`src/rtl/core/sha_pkg.sv`:
```
// Shared types, constants and round functions for the SHA-512 hash engine.
// No dependencies; used by every module in rtl/core.
`timescale 1ns / 1ps
`default_nettype none
package sha_pkg;

   localparam int unsigned BLOCK_BYTES = 128;
   localparam int unsigned LEN_START = 112;
   localparam int unsigned ROUNDS = 80;

   localparam logic [63:0] INIT_HASH [8] = '{
      64'h6a09e667f3bcc908, 64'hbb67ae8584caa73b, 64'h3c6ef372fe94f82b,
      64'ha54ff53a5f1d36f1, 64'h510e527fade682d1, 64'h9b05688c2b3e6c1f,
      64'h1f83d9abfb41bd6b, 64'h5be0cd19137e2179
   };

   localparam logic [63:0] K_TABLE [80] = '{
      64'h428a2f98d728ae22, 64'h7137449123ef65cd, 64'hb5c0fbcfec4d3b2f, 64'he9b5dba58189dbbc,
      64'h3956c25bf348b538, 64'h59f111f1b605d019, 64'h923f82a4af194f9b, 64'hab1c5ed5da6d8118,
      64'hd807aa98a3030242, 64'h12835b0145706fbe, 64'h243185be4ee4b28c, 64'h550c7dc3d5ffb4e2,
      64'h72be5d74f27b896f, 64'h80deb1fe3b1696b1, 64'h9bdc06a725c71235, 64'hc19bf174cf692694,
      64'he49b69c19ef14ad2, 64'hefbe4786384f25e3, 64'h0fc19dc68b8cd5b5, 64'h240ca1cc77ac9c65,
      64'h2de92c6f592b0275, 64'h4a7484aa6ea6e483, 64'h5cb0a9dcbd41fbd4, 64'h76f988da831153b5,
      64'h983e5152ee66dfab, 64'ha831c66d2db43210, 64'hb00327c898fb213f, 64'hbf597fc7beef0ee4,
      64'hc6e00bf33da88fc2, 64'hd5a79147930aa725, 64'h06ca6351e003826f, 64'h142929670a0e6e70,
      64'h27b70a8546d22ffc, 64'h2e1b21385c26c926, 64'h4d2c6dfc5ac42aed, 64'h53380d139d95b3df,
      64'h650a73548baf63de, 64'h766a0abb3c77b2a8, 64'h81c2c92e47edaee6, 64'h92722c851482353b,
      64'ha2bfe8a14cf10364, 64'ha81a664bbc423001, 64'hc24b8b70d0f89791, 64'hc76c51a30654be30,
      64'hd192e819d6ef5218, 64'hd69906245565a910, 64'hf40e35855771202a, 64'h106aa07032bbd1b8,
      64'h19a4c116b8d2d0c8, 64'h1e376c085141ab53, 64'h2748774cdf8eeb99, 64'h34b0bcb5e19b48a8,
      64'h391c0cb3c5c95a63, 64'h4ed8aa4ae3418acb, 64'h5b9cca4f7763e373, 64'h682e6ff3d6b2b8a3,
      64'h748f82ee5defb2fc, 64'h78a5636f43172f60, 64'h84c87814a1f0ab72, 64'h8cc702081a6439ec,
      64'h90befffa23631e28, 64'ha4506cebde82bde9, 64'hbef9a3f7b2c67915, 64'hc67178f2e372532b,
      64'hca273eceea26619c, 64'hd186b8c721c0c207, 64'heada7dd6cde0eb1e, 64'hf57d4f7fee6ed178,
      64'h06f067aa72176fba, 64'h0a637dc5a2c898a6, 64'h113f9804bef90dae, 64'h1b710b35131c471b,
      64'h28db77f523047d84, 64'h32caab7b40c72493, 64'h3c9ebe0a15c9bebc, 64'h431d67c49c100d4c,
      64'h4cc5d4becb3e42b6, 64'h597f299cfc657e2a, 64'h5fcb6fab3ad6faec, 64'h6c44198c4a475817
   };

   typedef struct packed {
      logic [63:0] data;
      logic [3:0]  cnt;
      logic        last;
   } item_type;

   typedef struct packed {
      logic [7:0] fill;
      logic [6:0] rnd;
      logic       in_round;
   } core_stat_type;

   typedef enum logic [2:0] {
      ST_IDLE,
      ST_FEED,
      ST_ROUND,
      ST_FINAL,
      ST_OUT
   } state_type;

   typedef enum logic [2:0] {
      PAD_MARK,
      PAD_ZERO,
      PAD_LEN_HI,
      PAD_LEN_LO,
      PAD_DONE
   } pad_type;

   function automatic logic [63:0] rotr(input logic [63:0] x, input int unsigned amt);
      return (x >> amt) | (x << (64 - amt));
   endfunction

endpackage
`default_nettype wire

```
`src/rtl/core/sha_queue.sv`:
```
// Two-entry queue between the front and the compression core.
// Depends on sha_pkg for the item type.
`timescale 1ns / 1ps
`default_nettype none
module sha_queue (
   input  wire logic              clock,
   input  wire logic              reset,
   input  wire logic              push,
   input  wire sha_pkg::item_type push_item,
   input  wire logic              pop,
   output logic                   full,
   output logic                   not_empty,
   output sha_pkg::item_type      head,
   output logic [1:0]             level
);

   sha_pkg::item_type mem_ff [2];
   logic              wr_ptr_ff;
   logic              wr_ptr_in;
   logic              rd_ptr_ff;
   logic              rd_ptr_in;
   logic [1:0]        count_ff;
   logic [1:0]        count_in;

   always_comb begin
      full = (count_ff == 2'd2);
      not_empty = (count_ff != 2'd0);
      head = mem_ff[rd_ptr_ff];
      level = count_ff;
      wr_ptr_in = wr_ptr_ff ^ push;
      rd_ptr_in = rd_ptr_ff ^ pop;
      count_in = count_ff + {1'b0, push} - {1'b0, pop};
   end

   always_ff @(posedge clock) begin
      if (push) begin
         mem_ff[wr_ptr_ff] <= push_item;
      end
   end

   always_ff @(posedge clock) begin
      if (reset) begin
         wr_ptr_ff <= 1'b0;
         rd_ptr_ff <= 1'b0;
         count_ff <= 2'd0;
      end else begin
         wr_ptr_ff <= wr_ptr_in;
         rd_ptr_ff <= rd_ptr_in;
         count_ff <= count_in;
      end
   end

endmodule
`default_nettype wire

```
`config.mk`:
```
export PLATFORM = sky130hd
export DESIGN_NAME = sha_queue
export DESIGN_NICKNAME = d
export VERILOG_FILES = /design/src/rtl/core/sha_pkg.sv /design/src/rtl/core/sha_queue.sv
export SDC_FILE = /design/constraint.sdc
export NUM_CORES = 1
export LEC_CHECK = 0
export BUFFER_PORTS_ARGS = -buffer_cell sky130_fd_sc_hd__buf_2
export CAP_MARGIN = 20
export CORE_ASPECT_RATIO = 0.9
export CORE_MARGIN = 2
export CORE_UTILIZATION = 47
export DETAILED_ROUTE_END_ITERATION = 6
export GPL_TIMING_DRIVEN = 1
export PLACE_DENSITY = 0.75
export SLEW_MARGIN = 10
export SYNTH_ARGS = -nofsm -noshare
export SYNTH_HDL_FRONTEND = slang
export SYNTH_SLANG_ARGS = --single-unit
```
`constraint.sdc`:
```
create_clock -name clock -period 2.4 [get_ports clock]
set_input_delay 0.48 -clock clock [delete_from_list [all_inputs] [get_ports clock]]
set_output_delay 0.48 -clock clock [all_outputs]
set_load 0.05 [all_outputs]
```
==> impl_metrics.json <==
{
  "outcome": "finished, final reports clean",
  "cts_num_sinks": 142,
  "slew_headroom": 0.7817,
  "period_share": 0.8648,
  "start_util": 0.4820,
  "grt_usage": 0.1541,
  "worstPathMaxFanout": 29,
  "placementRows": 37,
  "io_pins": 146,
  "cts_tree": "yes",
  "vias": 2659,
  "die_w_um": 118.4,
  "syn_inst": 234,
  "drt_iter0_drc": 164,
  "yosysSeqAreaShare": 0.7633,
  "synth_fp_nets": 311,
  "synth_cell_types": 12,
  "async_flop_share": 0,
  "cp-end-kind": "primary output",
  "powerDensity_nw_per_um2": 947.4,
  "reg2reg_setup_slack_ns": 0.96,
  "cp.required_ns": 1.92,
  "coreArea_um2": 11480,
  "p_leak_nw": 2.821,
  "dr.pass1.iters": 4,
  "nets": 474,
  "place_congestion": 0.6866,
  "wl_per_cell_um": 16.45,
  "synth_edf_count": 138,
  "cts_made_buffers": 17,
  "cp_data_arrival_time_ns": 1.60,
  "multi_input_comb_area_um2": 1172,
  "drive_above_1_share": 0.6088,
  "synth_area_leaders": "edfxtp_1 (75%), mux2_4 (19%), buf_12 (2.5%), dfxtp_1 (1.4%), ha_1 (0.90%)",
  "clkTransAtPathRegs_ns": 0.06,
  "clock_path_buffers": 2,
  "grt_pass1_vias": 2754,
  "setup_viol": 0,
  "grt_overflow": 0,
  "tightest_slew_ns": 0.3274,
  "yosys.area.top_type_share": 0.7488,
  "yosysMostFrequentCell": "edfxtp_1",
  "hold_viol_final": 0,
  "startpoint_type": "register",
  "synthesis.area_um2": 5534,
  "drc_errors": 0,
  "antenna_found_initial": 0,
  "cts_root_buffer": "clkbuf_16",
  "fin_util": 0.6105,
  "final_max_slew_viol_count": 0,
  "avgSynthCellArea_um2": 23.65,
  "hold_buffers": 0,
  "ys_ff_latch": 142,
  "cts_post_setup_buffers_inserted": 0,
  "synth_area_leader_cell": "edfxtp_1",
  "synth_top_flop_cell": "edfxtp_1",
  "ff_latch_area_um2": 4228,
  "ir_drop_uv": 614.7,
  "drtAntennaViolNets": 0,
  "fillers": 853,
  "worst-setup-path-type": "register to primary output",
  "syn2layout_area_growth_pct": 26.66,
  "hold_path_class": "primary input to register",
  "grt_setup_unrepaired": "false",
  "diodes": 0,
  "setup_ws_ns": 0.3244,
  "synth_common_cells": "edfxtp_1 (138), mux2_4 (69), buf_12 (7)",
  "cts.repair.resized": 0,
  "wirelength_mm": 9.296,
  "timing.fmax_ghz": 0.4818,
  "viasPerCell": 4.706,
  "grt_max_degree": 34,
  "cap_violations": 0,
  "io_buffer_count": 145,
  "grt_pass1_wl_mm": 14.32,
  "skew_ns": 0.005013,
  "insertion_delay_ns": 0.41,
  "place_hpwl_mm": 6.096,
  "setup_tns_ns": 0,
  "pre_cts_ws_ns": 0.7058,
  "cts_max_level": 4,
  "die_h_um": 106.9,
  "fin_crit_ns": 2.076,
  "dieArea_um2": 12660,
  "ys_warn_count": 0
}
[where the power goes]
| group | leakage (nW) | internal [W] | switching (W) |
|---|---|---|---|
| Clock | 0.277 | 0.00161 | 0.000894 |
| Combinational | 1.21 | 0.000406 | 0.000788 |
| Sequential | 1.33 | 0.00290 | 0.0000480 |
| Total | 2.82 | 0.00491 | 0.00173 |
[cell type report]
type                    count  share of cell area
clock buffers              21             0.06283
clock inverters            10             0.01732
inverters                   3            0.001607
multi-input cells          81              0.1673
flip-flops and latches    142              0.6032
well taps                 156             0.02785
repair buffers            152              0.1200
[worst max-delay path: stages (launching register included)]
cell and delay (ns):
dfxtp_4 0.39, buf_12 0.24, mux2_4 0.33, buf_2 0.21
[registers in the layout, indices dropped and copies added, names as in the netlist]
signal and flops:
level 2, mem_ff 138, wr_ptr_ff 1, rd_ptr_ff 1
[per-stage QoR]
stage | total power, W | area [µm²] | cells | hold slack [ns]
global route | 0.006882 | 7009 | 565 | 0.2349
detailed placement | 0.004203 | 6447 | 534 | 0.6304
global placement | 0.004182 | 6447 | 534 | 0.5963
finish | 0.006640 | 7009 | 565 | 0.2525
floorplan | 0.003951 | 5539 | 234 | 0.5445
CTS | 0.006708 | 7009 | 565 | 0.2378
[kinds of logic (layout without fill, tap and decap cells)]
kind of cell               count (synthesis)  in the layout  synth area share
DFF                                      142            142            0.7633
muxes                                     69             69            0.1872
buffers and inverters                     11            186           0.02939
and+or+nand+nor                            6              6          0.005426
adders and majority gates                  4              4          0.009044
xor gates and xnor gates                   2              2          0.005652
[cell usage in the layout, fill, tap and decap left out]
master     Yosys  final
buf_12         7      5
buf_2          0    145
buf_4          0      2
bufinv_16      0      3
clkbuf_1       0      4
clkbuf_16      0     17
clkinv_1       0      3
clkinv_2       0      4
dfxtp_1        4      3
dfxtp_4        0      1
edfxtp_1     138    138
ha_1           4      2
ha_4           0      2
inv_1          3      3
mux2_4        69     69
nor2_1         3      3
nor2b_1        2      2
or2_2          1      1
xnor2_1        1      1
xnor3_1        1      1
[worst paths after layout]
path                       from            end  cells past startpoint
hold reg to reg       wr_ptr_ff      wr_ptr_ff                      3
setup reg to reg      wr_ptr_ff  mem_ff[0][54]                      3
hold / removal    push_item[66]  mem_ff[0][66]                      1
setup / recovery      rd_ptr_ff       head[16]                      3
[per-layer routing]
layer | vias to the layer above | routed length (µm) | global-route usage
met5 | - | 0 | 0
met4 | 0 | 116 | 0.05952
met3 | 12 | 736 | 0.07500
met2 | 107 | 4502 | 0.2453
met1 | 1296 | 3941 | 0.1815
li1 | 1244 | - | -
No activity file was read; power rests on OpenSTA's default activity.
